File: src/rbm_pkg.sv
// Shared types and constants for the RMS bar level meter.
package rbm_pkg;

	// Default number of bars the level store holds.
	localparam int MAX_BARS_DEF = 32;

	// Configuration port address width and register indexes.
	localparam int ADDR_W = 4;
	localparam logic [1:0] REG_BAR_COUNT = 2'd0;
	localparam logic [1:0] REG_KEEP      = 2'd1;
	localparam logic [1:0] REG_GAIN      = 2'd2;

	// Register reset values.
	localparam logic [5:0] BAR_COUNT_RST = 6'd32;
	localparam logic [8:0] KEEP_RST      = 9'd179;
	localparam logic [7:0] GAIN_RST      = 8'd10;

	// Fixed point constants: full keep weight (Q0.8) and level one (Q0.15).
	localparam logic [8:0]  KEEP_FULL = 9'd256;
	localparam logic [24:0] LEVEL_ONE = 25'd32768;

	// Iteration counts of the shared divider and the square root unit.
	localparam int DIV_STEPS  = 48;
	localparam int SQRT_STEPS = 16;

	// Datapath micro-operations, one per cycle.
	typedef enum logic [4:0] {
		OP_NONE,
		OP_LOAD,
		OP_DIV_LEN,
		OP_DIV_SUM,
		OP_DIV_STEP,
		OP_FRAG_INIT,
		OP_IDX_POS,
		OP_IDX_INC,
		OP_SQ,
		OP_ACC,
		OP_SQRT_INIT,
		OP_SQRT_STEP,
		OP_GAIN_MAG,
		OP_GAIN_ROOT,
		OP_GAIN_ZERO,
		OP_MIX1,
		OP_MIX2,
		OP_EMIT,
		OP_BIN_NEXT,
		OP_ADVANCE
	} op_t;

	// Command from the controller to the datapath.
	typedef struct packed {
		op_t op;
	} cmd_t;

	// Status from the datapath to the controller.
	typedef struct packed {
		logic len_zero;
		logic pos_zero;
		logic bin_zero;
		logic pos_lt_nb;
		logic cb_lt_nb;
		logic bin_done;
		logic frag_end;
		logic idx_lt_nb;
		logic div_last;
		logic sqrt_last;
		logic out_free;
	} status_t;

endpackage

File: src/rbm_dp.sv
// Datapath of the RMS bar level meter: accumulator, divider, square root, smoothing, level store.
module rbm_dp #(
	parameter int MAX_BARS = rbm_pkg::MAX_BARS_DEF
) (
	input  logic                clk,
	input  logic                arst_n,
	input  rbm_pkg::cmd_t       cmd,
	output rbm_pkg::status_t    status,
	input  logic signed [15:0]  sample,
	input  logic [15:0]         fragment_length,
	input  logic [5:0]          bar_count,
	input  logic [8:0]          keep_weight,
	input  logic [7:0]          gain,
	input  logic                out_ready,
	output logic                out_valid,
	output logic [4:0]          bar_index,
	output logic [15:0]         bar_level,
	output logic                final_bar
);

	localparam int BAR_W = (MAX_BARS > 1) ? $clog2(MAX_BARS) : 1;
	localparam int NB_W  = $clog2(MAX_BARS + 1);

	rbm_pkg::op_t op;

	logic [NB_W-1:0]  nb;
	logic [8:0]       keep_eff;

	// Fragment state.
	logic [15:0]      pos_q;
	logic [15:0]      bl_q;
	logic [NB_W-1:0]  cb_q;
	logic [47:0]      sum_q;
	logic [16:0]      bin_end_q;
	logic [MAX_BARS-1:0] valid_q;
	logic             out_vld_q;

	// Working registers.
	logic [16:0]      mag_q;
	logic [15:0]      len_q;
	logic [47:0]      quo_q;
	logic [15:0]      rem_q;
	logic [15:0]      dvs_q;
	logic [5:0]       cnt_q;
	logic [19:0]      sr_q;
	logic [15:0]      root_q;
	logic [33:0]      sq_q;
	logic [15:0]      norm_q;
	logic [15:0]      rd_q;
	logic             rd_vld_q;
	logic [24:0]      p_old_q;
	logic [24:0]      p_new_q;
	logic [15:0]      level_q;
	logic [15:0]      idx_q;
	logic [4:0]       out_idx_q;
	logic [15:0]      out_level_q;
	logic             out_last_q;
	logic [15:0]      mem [MAX_BARS];

	logic [BAR_W-1:0] idx_w;
	logic             gain_op;
	logic [16:0]      div_sh;
	logic [19:0]      sq_t;
	logic [19:0]      sq_trial;
	logic [16:0]      rms_sel;
	logic [24:0]      gain_prod;
	logic [15:0]      old_lvl;
	logic [25:0]      mix_sum;
	logic [16:0]      pos_inc;

	assign op = cmd.op;
	assign idx_w = idx_q[BAR_W-1:0];
	assign gain_op = (op == rbm_pkg::OP_GAIN_MAG) || (op == rbm_pkg::OP_GAIN_ROOT) ||
		(op == rbm_pkg::OP_GAIN_ZERO);

	// Bars in use, clamped to one through the store depth, and the keep weight capped at one.
	always_comb begin
		if (bar_count == 6'd0) begin
			nb = NB_W'(1);
		end else if (32'(bar_count) > 32'(MAX_BARS)) begin
			nb = NB_W'(MAX_BARS);
		end else begin
			nb = NB_W'(bar_count);
		end
		keep_eff = (keep_weight > rbm_pkg::KEEP_FULL) ? rbm_pkg::KEEP_FULL : keep_weight;
	end

	// One restoring divide step and one square root step.
	always_comb begin
		div_sh   = {rem_q, quo_q[47]};
		sq_t     = {sr_q[17:0], quo_q[31:30]};
		sq_trial = {2'b00, root_q, 2'b01};
	end

	// Gain stage, smoothing sum and position arithmetic.
	always_comb begin
		rms_sel   = (op == rbm_pkg::OP_GAIN_MAG) ? mag_q : {1'b0, root_q};
		gain_prod = 25'(rms_sel) * 25'(gain);
		old_lvl   = rd_vld_q ? rd_q : 16'd0;
		mix_sum   = 26'(p_old_q) + 26'(p_new_q);
		pos_inc   = 17'(pos_q) + 17'd1;
	end

	// Status toward the controller.
	always_comb begin
		status.len_zero  = (len_q == 16'd0);
		status.pos_zero  = (pos_q == 16'd0);
		status.bin_zero  = (bl_q == 16'd0);
		status.pos_lt_nb = (pos_q < 16'(nb));
		status.cb_lt_nb  = (cb_q < nb);
		status.bin_done  = (pos_inc == bin_end_q);
		status.frag_end  = (pos_inc >= 17'(len_q));
		status.idx_lt_nb = (idx_q < 16'(nb));
		status.div_last  = (cnt_q == 6'(rbm_pkg::DIV_STEPS - 1));
		status.sqrt_last = (cnt_q == 6'(rbm_pkg::SQRT_STEPS - 1));
		status.out_free  = !out_vld_q || out_ready;
	end

	// Fragment state and output handshake, cleared by reset.
	always_ff @(posedge clk or negedge arst_n) begin
		if (!arst_n) begin
			pos_q     <= '0;
			bl_q      <= '0;
			cb_q      <= '0;
			sum_q     <= '0;
			bin_end_q <= '0;
			valid_q   <= '0;
			out_vld_q <= 1'b0;
		end else begin
			if (out_vld_q && out_ready) begin
				out_vld_q <= 1'b0;
			end
			case (op)
				rbm_pkg::OP_FRAG_INIT: begin
					bl_q      <= quo_q[15:0];
					bin_end_q <= {1'b0, quo_q[15:0]};
					cb_q      <= '0;
					sum_q     <= '0;
				end
				rbm_pkg::OP_ACC: begin
					sum_q <= sum_q + 48'(sq_q);
				end
				rbm_pkg::OP_BIN_NEXT: begin
					cb_q      <= cb_q + NB_W'(1);
					sum_q     <= '0;
					bin_end_q <= bin_end_q + 17'(bl_q);
				end
				rbm_pkg::OP_EMIT: begin
					valid_q[idx_w] <= 1'b1;
					out_vld_q      <= 1'b1;
				end
				rbm_pkg::OP_ADVANCE: begin
					pos_q <= status.frag_end ? 16'd0 : pos_inc[15:0];
				end
				default: begin
				end
			endcase
		end
	end

	// Working registers of the divider, square root and smoothing path.
	always_ff @(posedge clk) begin
		case (op)
			rbm_pkg::OP_LOAD: begin
				mag_q <= sample[15] ? (17'h10000 - {1'b0, $unsigned(sample)})
					: {1'b0, $unsigned(sample)};
				len_q <= fragment_length;
			end
			rbm_pkg::OP_DIV_LEN: begin
				quo_q <= {32'd0, len_q};
				rem_q <= '0;
				dvs_q <= 16'(nb);
				cnt_q <= '0;
			end
			rbm_pkg::OP_DIV_SUM: begin
				quo_q <= sum_q;
				rem_q <= '0;
				dvs_q <= bl_q;
				cnt_q <= '0;
				idx_q <= 16'(cb_q);
			end
			rbm_pkg::OP_DIV_STEP: begin
				if (div_sh >= {1'b0, dvs_q}) begin
					rem_q <= 16'(div_sh - {1'b0, dvs_q});
					quo_q <= {quo_q[46:0], 1'b1};
				end else begin
					rem_q <= div_sh[15:0];
					quo_q <= {quo_q[46:0], 1'b0};
				end
				cnt_q <= cnt_q + 6'd1;
			end
			rbm_pkg::OP_IDX_POS: begin
				idx_q <= pos_q;
			end
			rbm_pkg::OP_IDX_INC: begin
				idx_q <= idx_q + 16'd1;
			end
			rbm_pkg::OP_SQ: begin
				sq_q <= 34'(mag_q) * 34'(mag_q);
			end
			rbm_pkg::OP_SQRT_INIT: begin
				sr_q   <= '0;
				root_q <= '0;
				cnt_q  <= '0;
			end
			rbm_pkg::OP_SQRT_STEP: begin
				if (sq_t >= sq_trial) begin
					sr_q   <= sq_t - sq_trial;
					root_q <= {root_q[14:0], 1'b1};
				end else begin
					sr_q   <= sq_t;
					root_q <= {root_q[14:0], 1'b0};
				end
				quo_q <= {quo_q[45:0], 2'b00};
				cnt_q <= cnt_q + 6'd1;
			end
			rbm_pkg::OP_GAIN_MAG, rbm_pkg::OP_GAIN_ROOT: begin
				norm_q   <= (gain_prod > rbm_pkg::LEVEL_ONE) ? 16'h8000 : gain_prod[15:0];
				rd_vld_q <= valid_q[idx_w];
			end
			rbm_pkg::OP_GAIN_ZERO: begin
				norm_q   <= '0;
				rd_vld_q <= valid_q[idx_w];
			end
			rbm_pkg::OP_MIX1: begin
				p_old_q <= 25'(keep_eff) * 25'(old_lvl);
				p_new_q <= 25'(rbm_pkg::KEEP_FULL - keep_eff) * 25'(norm_q);
			end
			rbm_pkg::OP_MIX2: begin
				level_q <= mix_sum[23:8];
			end
			rbm_pkg::OP_EMIT: begin
				out_idx_q   <= idx_q[4:0];
				out_level_q <= level_q;
				out_last_q  <= (idx_q == 16'(nb) - 16'd1);
			end
			default: begin
			end
		endcase
	end

	// Level store: written on a beat, read ahead of the smoothing multiply.
	always_ff @(posedge clk) begin
		if (op == rbm_pkg::OP_EMIT) begin
			mem[idx_w] <= level_q;
		end
		if (gain_op) begin
			rd_q <= mem[idx_w];
		end
	end

	assign out_valid = out_vld_q;
	assign bar_index = out_idx_q;
	assign bar_level = out_level_q;
	assign final_bar = out_last_q;

endmodule

File: src/rbm_ctrl.sv
// Controller state machine of the RMS bar level meter.
module rbm_ctrl (
	input  logic             clk,
	input  logic             arst_n,
	input  logic             in_valid,
	output logic             in_ready,
	input  rbm_pkg::status_t status,
	output rbm_pkg::cmd_t    cmd
);

	typedef enum logic [19:0] {
		ST_IDLE  = 20'h00001,
		ST_CHECK = 20'h00002,
		ST_DIVL  = 20'h00004,
		ST_FINIT = 20'h00008,
		ST_DISP  = 20'h00010,
		ST_SQ    = 20'h00020,
		ST_ACC   = 20'h00040,
		ST_DSUM  = 20'h00080,
		ST_DIVS  = 20'h00100,
		ST_SQI   = 20'h00200,
		ST_SQRT  = 20'h00400,
		ST_GAIN  = 20'h00800,
		ST_MIX1  = 20'h01000,
		ST_MIX2  = 20'h02000,
		ST_EMIT  = 20'h04000,
		ST_AFTER = 20'h08000,
		ST_TAIL  = 20'h10000,
		ST_DECK  = 20'h20000,
		ST_ADV   = 20'h40000,
		ST_SPARE = 20'h80000
	} state_t;

	typedef enum logic [1:0] {
		KIND_BIN,
		KIND_SHORT,
		KIND_DECAY
	} kind_t;

	state_t state_q, state_d;
	kind_t  kind_q, kind_d;

	// State and kind of the level being worked on.
	always_ff @(posedge clk or negedge arst_n) begin
		if (!arst_n) begin
			state_q <= ST_IDLE;
			kind_q  <= KIND_BIN;
		end else begin
			state_q <= state_d;
			kind_q  <= kind_d;
		end
	end

	assign in_ready = (state_q == ST_IDLE);

	// Next state and datapath command.
	always_comb begin
		state_d = state_q;
		kind_d  = kind_q;
		cmd.op  = rbm_pkg::OP_NONE;
		case (state_q)
			ST_IDLE: begin
				if (in_valid) begin
					cmd.op  = rbm_pkg::OP_LOAD;
					state_d = ST_CHECK;
				end
			end
			ST_CHECK: begin
				if (status.len_zero) begin
					state_d = ST_IDLE;
				end else if (status.pos_zero) begin
					cmd.op  = rbm_pkg::OP_DIV_LEN;
					state_d = ST_DIVL;
				end else begin
					state_d = ST_DISP;
				end
			end
			ST_DIVL: begin
				cmd.op = rbm_pkg::OP_DIV_STEP;
				if (status.div_last) begin
					state_d = ST_FINIT;
				end
			end
			ST_FINIT: begin
				cmd.op  = rbm_pkg::OP_FRAG_INIT;
				state_d = ST_DISP;
			end
			ST_DISP: begin
				if (status.bin_zero) begin
					cmd.op = rbm_pkg::OP_IDX_POS;
					kind_d = KIND_SHORT;
					state_d = status.pos_lt_nb ? ST_GAIN : ST_TAIL;
				end else if (status.cb_lt_nb) begin
					kind_d  = KIND_BIN;
					state_d = ST_SQ;
				end else begin
					state_d = ST_ADV;
				end
			end
			ST_SQ: begin
				cmd.op  = rbm_pkg::OP_SQ;
				state_d = ST_ACC;
			end
			ST_ACC: begin
				cmd.op  = rbm_pkg::OP_ACC;
				state_d = status.bin_done ? ST_DSUM : ST_ADV;
			end
			ST_DSUM: begin
				cmd.op  = rbm_pkg::OP_DIV_SUM;
				state_d = ST_DIVS;
			end
			ST_DIVS: begin
				cmd.op = rbm_pkg::OP_DIV_STEP;
				if (status.div_last) begin
					state_d = ST_SQI;
				end
			end
			ST_SQI: begin
				cmd.op  = rbm_pkg::OP_SQRT_INIT;
				state_d = ST_SQRT;
			end
			ST_SQRT: begin
				cmd.op = rbm_pkg::OP_SQRT_STEP;
				if (status.sqrt_last) begin
					state_d = ST_GAIN;
				end
			end
			ST_GAIN: begin
				case (kind_q)
					KIND_SHORT: cmd.op = rbm_pkg::OP_GAIN_MAG;
					KIND_BIN:   cmd.op = rbm_pkg::OP_GAIN_ROOT;
					default:    cmd.op = rbm_pkg::OP_GAIN_ZERO;
				endcase
				state_d = ST_MIX1;
			end
			ST_MIX1: begin
				cmd.op  = rbm_pkg::OP_MIX1;
				state_d = ST_MIX2;
			end
			ST_MIX2: begin
				cmd.op  = rbm_pkg::OP_MIX2;
				state_d = ST_EMIT;
			end
			ST_EMIT: begin
				if (status.out_free) begin
					cmd.op  = rbm_pkg::OP_EMIT;
					state_d = ST_AFTER;
				end
			end
			ST_AFTER: begin
				case (kind_q)
					KIND_BIN: begin
						cmd.op  = rbm_pkg::OP_BIN_NEXT;
						state_d = ST_ADV;
					end
					KIND_SHORT: begin
						state_d = ST_TAIL;
					end
					default: begin
						cmd.op  = rbm_pkg::OP_IDX_INC;
						state_d = ST_DECK;
					end
				endcase
			end
			ST_TAIL: begin
				// A short fragment that ends here decays every later bar.
				if (status.frag_end) begin
					cmd.op  = rbm_pkg::OP_IDX_INC;
					kind_d  = KIND_DECAY;
					state_d = ST_DECK;
				end else begin
					state_d = ST_ADV;
				end
			end
			ST_DECK: begin
				state_d = status.idx_lt_nb ? ST_GAIN : ST_ADV;
			end
			ST_ADV: begin
				cmd.op  = rbm_pkg::OP_ADVANCE;
				state_d = ST_IDLE;
			end
			default: begin
				state_d = ST_IDLE;
			end
		endcase
	end

endmodule

File: src/rms_bar_level_meter.sv
// Top level of the RMS bar level meter: configuration registers, stream ports, assertions.
//
// The meter takes one sample beat at a time and works on it to the end before it
// takes the next. A sample that only adds to a bin is squared and accumulated. The
// first sample of a fragment also divides the fragment length by the bar count to
// get the bin length, and a sample that closes a bin adds a divide on the shared
// restoring divider, a square root and the gain and smoothing multiplies. In a
// fragment shorter than the bar count a sample drives its own bar, and on the last
// sample each later bar decays in turn. A result beat waits in an output register,
// so the next sample is taken while it is pending; a new level is held back only
// while that register is still full.
module rms_bar_level_meter #(
	parameter int MAX_BARS = rbm_pkg::MAX_BARS_DEF
) (
	input  logic                       clk,
	input  logic                       arst_n,
	// Sample stream.
	input  logic                       s_tvalid,
	output logic                       s_tready,
	input  logic [31:0]                s_tdata,   // [15:0] sample, [31:16] fragment_length
	// Level stream.
	output logic                       m_tvalid,
	input  logic                       m_tready,
	output logic [23:0]                m_tdata,   // [4:0] bar_index, [20:5] bar_level, zero pad
	output logic                       m_tlast,   // final_bar
	// Configuration port.
	input  logic                       psel,
	input  logic                       penable,
	input  logic                       pwrite,
	input  logic [rbm_pkg::ADDR_W-1:0] paddr,
	input  logic [31:0]                pwdata,
	output logic [31:0]                prdata,
	output logic                       pready
);

	logic [5:0]       bar_count_q;
	logic [8:0]       keep_q;
	logic [7:0]       gain_q;
	logic [1:0]       reg_idx;
	rbm_pkg::cmd_t    cmd;
	rbm_pkg::status_t status;
	logic [4:0]       bar_index;
	logic [15:0]      bar_level;

	assign pready  = 1'b1;
	assign reg_idx = paddr[3:2];

	// Configuration registers.
	always_ff @(posedge clk or negedge arst_n) begin
		if (!arst_n) begin
			bar_count_q <= rbm_pkg::BAR_COUNT_RST;
			keep_q      <= rbm_pkg::KEEP_RST;
			gain_q      <= rbm_pkg::GAIN_RST;
		end else if (psel && penable && pwrite && pready) begin
			case (reg_idx)
				rbm_pkg::REG_BAR_COUNT: bar_count_q <= pwdata[5:0];
				rbm_pkg::REG_KEEP:      keep_q      <= pwdata[8:0];
				rbm_pkg::REG_GAIN:      gain_q      <= pwdata[7:0];
				default: begin
				end
			endcase
		end
	end

	// Register read back.
	always_comb begin
		case (reg_idx)
			rbm_pkg::REG_BAR_COUNT: prdata = {26'd0, bar_count_q};
			rbm_pkg::REG_KEEP:      prdata = {23'd0, keep_q};
			rbm_pkg::REG_GAIN:      prdata = {24'd0, gain_q};
			default:                prdata = 32'd0;
		endcase
	end

	rbm_ctrl u_ctrl (
		.clk      (clk),
		.arst_n   (arst_n),
		.in_valid (s_tvalid),
		.in_ready (s_tready),
		.status   (status),
		.cmd      (cmd)
	);

	rbm_dp #(
		.MAX_BARS (MAX_BARS)
	) u_dp (
		.clk             (clk),
		.arst_n          (arst_n),
		.cmd             (cmd),
		.status          (status),
		.sample          ($signed(s_tdata[15:0])),
		.fragment_length (s_tdata[31:16]),
		.bar_count       (bar_count_q),
		.keep_weight     (keep_q),
		.gain            (gain_q),
		.out_ready       (m_tready),
		.out_valid       (m_tvalid),
		.bar_index       (bar_index),
		.bar_level       (bar_level),
		.final_bar       (m_tlast)
	);

	assign m_tdata = {3'b000, bar_level, bar_index};

`ifndef SYNTHESIS
	// A level beat never goes above one.
	a_level_bound: assert property (@(posedge clk) disable iff (!arst_n)
		m_tvalid |-> (m_tdata[20:5] <= 16'h8000))
		else $error("bar level above one");

	// After a sample beat is taken the meter is busy and drops s_tready.
	a_busy_after_beat: assert property (@(posedge clk) disable iff (!arst_n)
		(s_tvalid && s_tready) |=> !s_tready)
		else $error("sample taken while still busy");
`endif

endmodule
File: config.mk
export PLATFORM = sky130hd
export DESIGN_NAME = rms_bar_level_meter
export DESIGN_NICKNAME = d
export VERILOG_FILES = /design/src/rbm_pkg.sv /design/src/rbm_dp.sv /design/src/rbm_ctrl.sv /design/src/rms_bar_level_meter.sv
export SDC_FILE = /design/constraint.sdc
export NUM_CORES = 2
export LEC_CHECK = 0
export ABC_AREA = 1
export BUFFER_PORTS_ARGS = -buffer_cell sky130_fd_sc_hd__buf_2
export CAP_MARGIN = 25
export CORE_ASPECT_RATIO = 1.5
export CORE_MARGIN = 2
export CORE_UTILIZATION = 45
export CTS_BUF_LIST = sky130_fd_sc_hd__clkbuf_2
export CTS_CLUSTER_DIAMETER = 200
export DETAILED_ROUTE_END_ITERATION = 10
export PLACE_DENSITY = 0.59
export SYNTH_ARGS = -nofsm -noshare
export SYNTH_HDL_FRONTEND = slang
export SYNTH_HIERARCHICAL = 1
export SYNTH_SLANG_ARGS = --single-unit
File: constraint.sdc
create_clock -name clk -period 9.5 [get_ports clk]
set_input_delay 2.375 -clock clk [delete_from_list [all_inputs] [get_ports clk]]
set_output_delay 2.375 -clock clk [all_outputs]
set_load 0.01 [all_outputs]
Yosys cells after proc, flatten, opt, wreduce, memory -nomap -nowiden
Memories as Yosys holds them, arrays and structs flattened. A register that Yosys moved wholly into a read port is not among the register bits.
Cells that the tools add are included.
{"block": "totals", "elab_cells": 209, "output_inout_bits": 60, "latchBits": 0, "rom_bits": 0, "inputBits": 75, "n_memories": 1, "mem_bits_rw": 512, "register_bits": 487}
{"block": "classes", "n_eq_ne": 52, "n_reduce_logical": 37, "mul": 4, "bitwise_logic": 1, "order_cmp": 11, "shifts": 0, "n_mux": 60, "div_mod_pow": 0, "addsub": 12}
{"memory": "u_dp.mem", "depth": 32, "word_bits": 16, "rd": 1, "rd_clocked_by_memory_dff": 1, "write_ports": 1, "line": "rbm_dp.sv:58", "source": "logic [15:0] mem [MAX_BARS];"}
{"op": "$pmux W20 S18", "count": 1}
{"op": "$pmux W48 S4", "count": 1}
{"op": "$mux W20", "count": 7}
{"op": "$pmux W16 S2", "count": 4}
{"op": "$pmux W48 S2", "count": 1}
{"op": "$pmux W5 S17", "count": 1}
{"op": "$mux W19", "count": 4}
{"op": "$mux W16", "count": 4}
{"op": "$add A48 B34 Y48", "count": 1}
{"op": "$logic_not A16 Y1", "count": 3}
{"op": "$pmux W16 S3", "count": 1}
{"op": "$eq A5 B4 Y1 const B", "count": 8}
{"op": "$pmux W19 S2", "count": 1}
{"op": "$pmux W18 S2", "count": 1}
{"op": "$ge A17 B16 Y1", "count": 2}
{"op": "$mul A17 B17 Y34", "count": 1}
{"op": "$mux W17", "count": 2}
{"op": "$pmux W17 S2", "count": 1}
{"op": "$lt A16 B6 Y1", "count": 2}
{"op": "$or A32 B32 Y32", "count": 1}
{"op": "$pmux W9 S3", "count": 1}
{"op": "$gt A25 B16 Y1 const B", "count": 1}
{"op": "$mul A17 B8 Y25", "count": 1}
{"op": "$mul A25 B16 Y24", "count": 1}
{"op": "75 further kinds", "count": 126}

Longest topological paths before layout
{"block": "logic_depth", "depth_word": 10, "mapped_depth": 54, "ltp_nobuf": 52}

Hierarchy
Netlist, hierarchy kept.
{"module": "rbm_dp", "seq_area_each_um2": 28417.3, "cells_each": 7086, "area_per_inst_um2": 67324.6, "instances": 1}
{"module": "rbm_ctrl", "seq_area_each_um2": 526.8, "cells_each": 221, "area_per_inst_um2": 1442.6, "instances": 1}
{"module": "rms_bar_level_meter", "seq_area_each_um2": 585.6, "cells_each": 171, "area_per_inst_um2": 1340.0, "instances": 1}

Least setup slack after synthesis
No wires, ideal clock.
{"block": "synth_timing", "kind": "in2reg", "from": "in m_tready", "to": "reg u_dp.norm_q[9] (data pin)", "arrival_ns": 7.641, "required_ns": 9.241, "stages": 34, "path_slack_ns": 1.600, "path_buffers": 2, "setup_ns": 0.259, "cell_sequence": "inv_1 > nand2_1 > inv_1 > o2111ai_1 > nor3_2 > nand2_1 > clkbuf_1 > o21ai_0 > nor2_1 > fa_1 > inv_1 > fa_1 > inv_1 > fa_1 > inv_1 > fa_1 > inv_1 > ha_1 > nand2_1 > inv_1 > nand2_1 > nor2_1 > nand3b_1 > nand3_1 > nand2_1 > nand2_1 > nor2_1 > nand2_1 > nor2_2 > nand3_2 > nand2_2 > nand2_4 > buf_6 > nor2_2"}
{"item": "start, declared", "line": "rms_bar_level_meter.sv:23", "source": "input logic m_tready,"}
{"item": "end signal, assigned", "line": "rbm_dp.sv:218", "source": "norm_q <= (gain_prod > rbm_pkg::LEVEL_ONE) ? 16'h8000 : gain_prod[15:0];"}
{"item": "end, declared", "line": "rbm_dp.sv:48", "source": "logic [15:0] norm_q;"}

==> run summary <==
The run finished with clean final reports. After synthesis, the share of flip-flops with an asynchronous set or reset is 17.8%. The number of fillers in the final layout came out at 14800. The buffer depth of the longest clock path came out at 3.

The total number of H-tree levels came out at 4. The boundary pin count is 135. The count of placed standard cells in the final layout, fillers left out is 9980. The average routed wire per standard cell came out at 19.5 um.

The commonest register cell after synthesis is sky130_fd_sc_hd__edfxtp_1. The detailed-route vias per instance is 5.31. The clock insertion delay at the later pin of the skew report is 1.72 ns. The highest net fanout along the worst path came out at 32. Cells with a size suffix above 1 make up 9.97% of the layout. After global routing the overflow that remains totals 0. The final critical path takes up 91.4% of the cycle. The number of max-slew violations in the final report is 0. The final number of hold-violating endpoints is 0. After the first detailed-routing iteration, the DRC count stood at 3568. After layout, the worst setup slack is 0.814 ns.

The commonest non-fill, non-tap cell in the layout is sky130_fd_sc_hd__nand2_1. The number of clock sinks came out at 1013. Setup violations remaining at the end of the flow were counted as 0. The tightest min-delay check is of the reg -> reg type. The most frequent cell on the critical path is sky130_fd_sc_hd__nand2_1.

The effective utilization at floorplan came out at 45.3%. The upper clock frequency limit came out at 0.115 GHz. The placer's final routability congestion estimate came out at 0.936. The setup path with the least slack is of type reg -> reg. The number of register bits inferred by synthesis came out at 1013. The data arrival time of the critical path is 10.16 ns. The via count of the first global-routing pass came out at 55200. The number of antenna violations at the first check in global routing is 3. The chip width came out at 326 um.

Across all hold checks on the routed design, the worst slack comes to 0.469 ns. Global routing consumed, over all layers together, 24.6% of the routing resources. STA classifies the critical path endpoint as a register. The clock-pin slew on the worst setup and hold paths is 0.11 ns. The relative max-transition margin came out at 25.7%. Entering global routing, the biggest net connects 227 pins. The detailed-route wire length is 194000 um.

The final sum of negative setup slack came out at 0 ns. The placed cell count is 9520. Counting flops with a built-in enable in the synthesized netlist gives 833. The half-perimeter wire length of the detailed placement result is 141000 um.

For this run, the post-layout net count is 8681. The transition at the pin with the smallest max-transition slack is 1.11 ns. The startpoint type of the worst setup path is a register. The CTS buffer count came out at 238.

The area growth from synthesis to layout is 7.85%. The mean area per synthesized cell came out at 9.38 um^2. The post-route clock skew came out at 0.187 ns. Leaving out fill and tap cells, the most frequent cells in the layout are 1324 x sky130_fd_sc_hd__nand2_1, 1246 x sky130_fd_sc_hd__inv_1, 833 x sky130_fd_sc_hd__edfxtp_1, 803 x sky130_fd_sc_hd__nor2_1, 531 x sky130_fd_sc_hd__o21ai_0.

The vertical extent of the die came out at 487 um. Summing the sequential cell areas from Yosys gives 42.1% of the chip area. The required arrival time at the worst endpoint is 10.97 ns.

The cell type of the slowest stage on the worst timing path is sky130_fd_sc_hd__fa_1. Clock tree synthesis selected as its root buffer the cell sky130_fd_sc_hd__clkbuf_2. TritonCTS built the clock tree. The post-synthesis cell type count is 73. The final antenna-violating net count is 0.

The floorplan row count came out at 177. The total of buffers placed on input and output ports is 82. The number of DRC violations after detailed routing is 0. The via count is 53000.

OpenSTA, run right after detailed placement, puts the worst setup slack at 0.391 ns. The maximum cell stage delay along the critical path is 0.53 ns. For this run, the detailed router's first-pass iteration total came to 7. The minimum period implied by the final worst setup slack came out at 8.69 ns. After technology mapping, the gate count stands at 7478.

The placeable core region is 155000 um^2. The warning count from the yosys run came out at 6. Setup repair after global routing left no endpoint under its margin.

After synthesis the cells add up to 70100 um^2. The number of violations of the max-capacitance limit is 0. The hold buffer count at CTS came out at 0. The first global-routing pass estimated 303000 um of wire. The full die area is 159000 um^2.
[metrics by stage]
step | cell area [um^2] | util, %
2_1_floorplan | 70300 | -
3_3_place_gp | 73100 | 47.2
3_5_place_dp | 73100 | 47.2
4_1_cts | 75500 | 48.8
5_1_grt | 75600 | 48.8
6_report | 75600 | 48.8
[cells in the mapped netlist, types with 7 or more instances]
| cell type | number | area, um^2 |
|---|---|---|
| sky130_fd_sc_hd__nor2_1 | 810 | 3040 |
| sky130_fd_sc_hd__dfstp_2 | 9 | 236 |
| sky130_fd_sc_hd__o211ai_1 | 26 | 195 |
| sky130_fd_sc_hd__buf_2 | 13 | 65.1 |
| sky130_fd_sc_hd__a21o_1 | 35 | 263 |
| sky130_fd_sc_hd__o31ai_1 | 10 | 75.1 |
| sky130_fd_sc_hd__nor2_4 | 10 | 113 |
| sky130_fd_sc_hd__buf_4 | 28 | 210 |
| sky130_fd_sc_hd__a21oi_1 | 295 | 1480 |
| sky130_fd_sc_hd__or2_2 | 33 | 206 |
| sky130_fd_sc_hd__edfxtp_1 | 833 | 25000 |
| sky130_fd_sc_hd__o221ai_1 | 34 | 298 |
| sky130_fd_sc_hd__o2111ai_1 | 10 | 87.6 |
| sky130_fd_sc_hd__dfrtp_1 | 171 | 4280 |
| sky130_fd_sc_hd__buf_1 | 14 | 52.6 |
| sky130_fd_sc_hd__xor2_1 | 113 | 990 |
| sky130_fd_sc_hd__inv_2 | 23 | 86.3 |
| sky130_fd_sc_hd__fa_1 | 493 | 9870 |
| sky130_fd_sc_hd__nand3_1 | 176 | 881 |
| sky130_fd_sc_hd__o22ai_1 | 144 | 901 |
| sky130_fd_sc_hd__o21ai_0 | 532 | 2660 |
| sky130_fd_sc_hd__nor3_2 | 7 | 70.1 |
| sky130_fd_sc_hd__and2_1 | 7 | 43.8 |
| sky130_fd_sc_hd__o21ai_1 | 7 | 35.0 |
| sky130_fd_sc_hd__o21a_1 | 10 | 75.1 |
| sky130_fd_sc_hd__clkbuf_1 | 183 | 687 |
| sky130_fd_sc_hd__xnor2_1 | 60 | 526 |
| sky130_fd_sc_hd__o21bai_1 | 21 | 158 |
| sky130_fd_sc_hd__nand2_1 | 1325 | 4970 |
| sky130_fd_sc_hd__ha_1 | 406 | 5080 |
| sky130_fd_sc_hd__nor3_1 | 62 | 310 |
| sky130_fd_sc_hd__nor4_1 | 23 | 144 |
| sky130_fd_sc_hd__nand4_1 | 51 | 319 |
| sky130_fd_sc_hd__a221oi_1 | 39 | 342 |
| sky130_fd_sc_hd__a31oi_1 | 29 | 181 |
| sky130_fd_sc_hd__nand3b_1 | 12 | 90.1 |
| sky130_fd_sc_hd__nand2_2 | 23 | 144 |
| sky130_fd_sc_hd__nor2_2 | 41 | 257 |
| sky130_fd_sc_hd__a22o_1 | 29 | 254 |
| sky130_fd_sc_hd__inv_1 | 1250 | 4690 |
[state kept, by name, indices dropped and copies added, names as in the netlist, 17 cells and up]
name and count:
u_dp/mem 512, u_dp/sq_q 33, u_dp/p_new_q 24, u_dp/sr_q 18, u_ctrl/state_q 19, u_dp/sum_q 48
u_dp/bin_end_q 17, u_dp/p_old_q 24, u_dp/quo_q 48, u_dp/valid_q 32, u_dp/mag_q 17
[logic make-up after synthesis]
logic type	count (synthesis)	synth area share [%]
compound gates	1259	10.5
xor+xnor	175	2.21
fa+ha+maj	899	21.3
buf+inv	1524	8.38
flops	1013	42.1
other cells	4	0.0214
simple gates	2604	15.5
[cell type report]
cell class,instances,area [um^2],area share (%)
well taps,2058,2570,3.41
clock inverters,98,666,0.880
multi-input cells,4980,34900,46.2
repair buffers,192,1300,1.72
diodes,5,12.5,0.0165
flip-flops and latches,1013,29500,39.1
clock buffers,352,1760,2.33
inverters,1282,4830,6.39
[routing by layer]
layer	up-vias	share of wire [%]	global-route usage, %
met5	-	0.010	0
met4	2	5.5	13.4
met3	459	4.6	3.32
met2	1449	53	45.5
met1	25900	37	27.1
li1	25100	-	-
[worst max-delay path, delay by kind of cell, from the launching register on]
family                     cells  cell delay, ns
AOI/OAI and AO/OA              5            1.06
adders and majority gates      7            2.95
and+or+nand+nor               26            3.12
xor gates and xnor gates       1            0.19
DFF                            1            0.48
buffers and inverters          8            0.69
[final timing paths]
kind | start | endpoint | slack, ns | cells past startpoint
max | u_dp/pos_q[0]$_DFFE_PN0N_ | u_dp/norm_q[3]$_SDFFCE_PP0P_ | 0.81 | 47
min in group asynchronous | arst_n | u_dp/sum_q[19]$_DFFE_PN0P_ | 0.66 | 1
min reg2reg | u_dp/valid_q[5]$_DFFE_PN0P_ | u_dp/valid_q[5]$_DFFE_PN0P_ | 0.47 | 2
min | u_dp/valid_q[5]$_DFFE_PN0P_ | u_dp/valid_q[5]$_DFFE_PN0P_ | 0.47 | 2
max in group asynchronous | arst_n | gain_q[7]$_DFFE_PN0P_ | 7.39 | 2
max reg2reg | u_dp/pos_q[0]$_DFFE_PN0N_ | u_dp/norm_q[3]$_SDFFCE_PP0P_ | 0.81 | 47
[repair_timing]
item                       4_1_cts  5_1_grt
resized for setup                0        9
setup buffers                    0        3
setup endpoints to repair        0       16
Power is left out: the tool's default activity adds up to more than one toggle a clock period on the data nets, which glitch-free logic cannot reach.
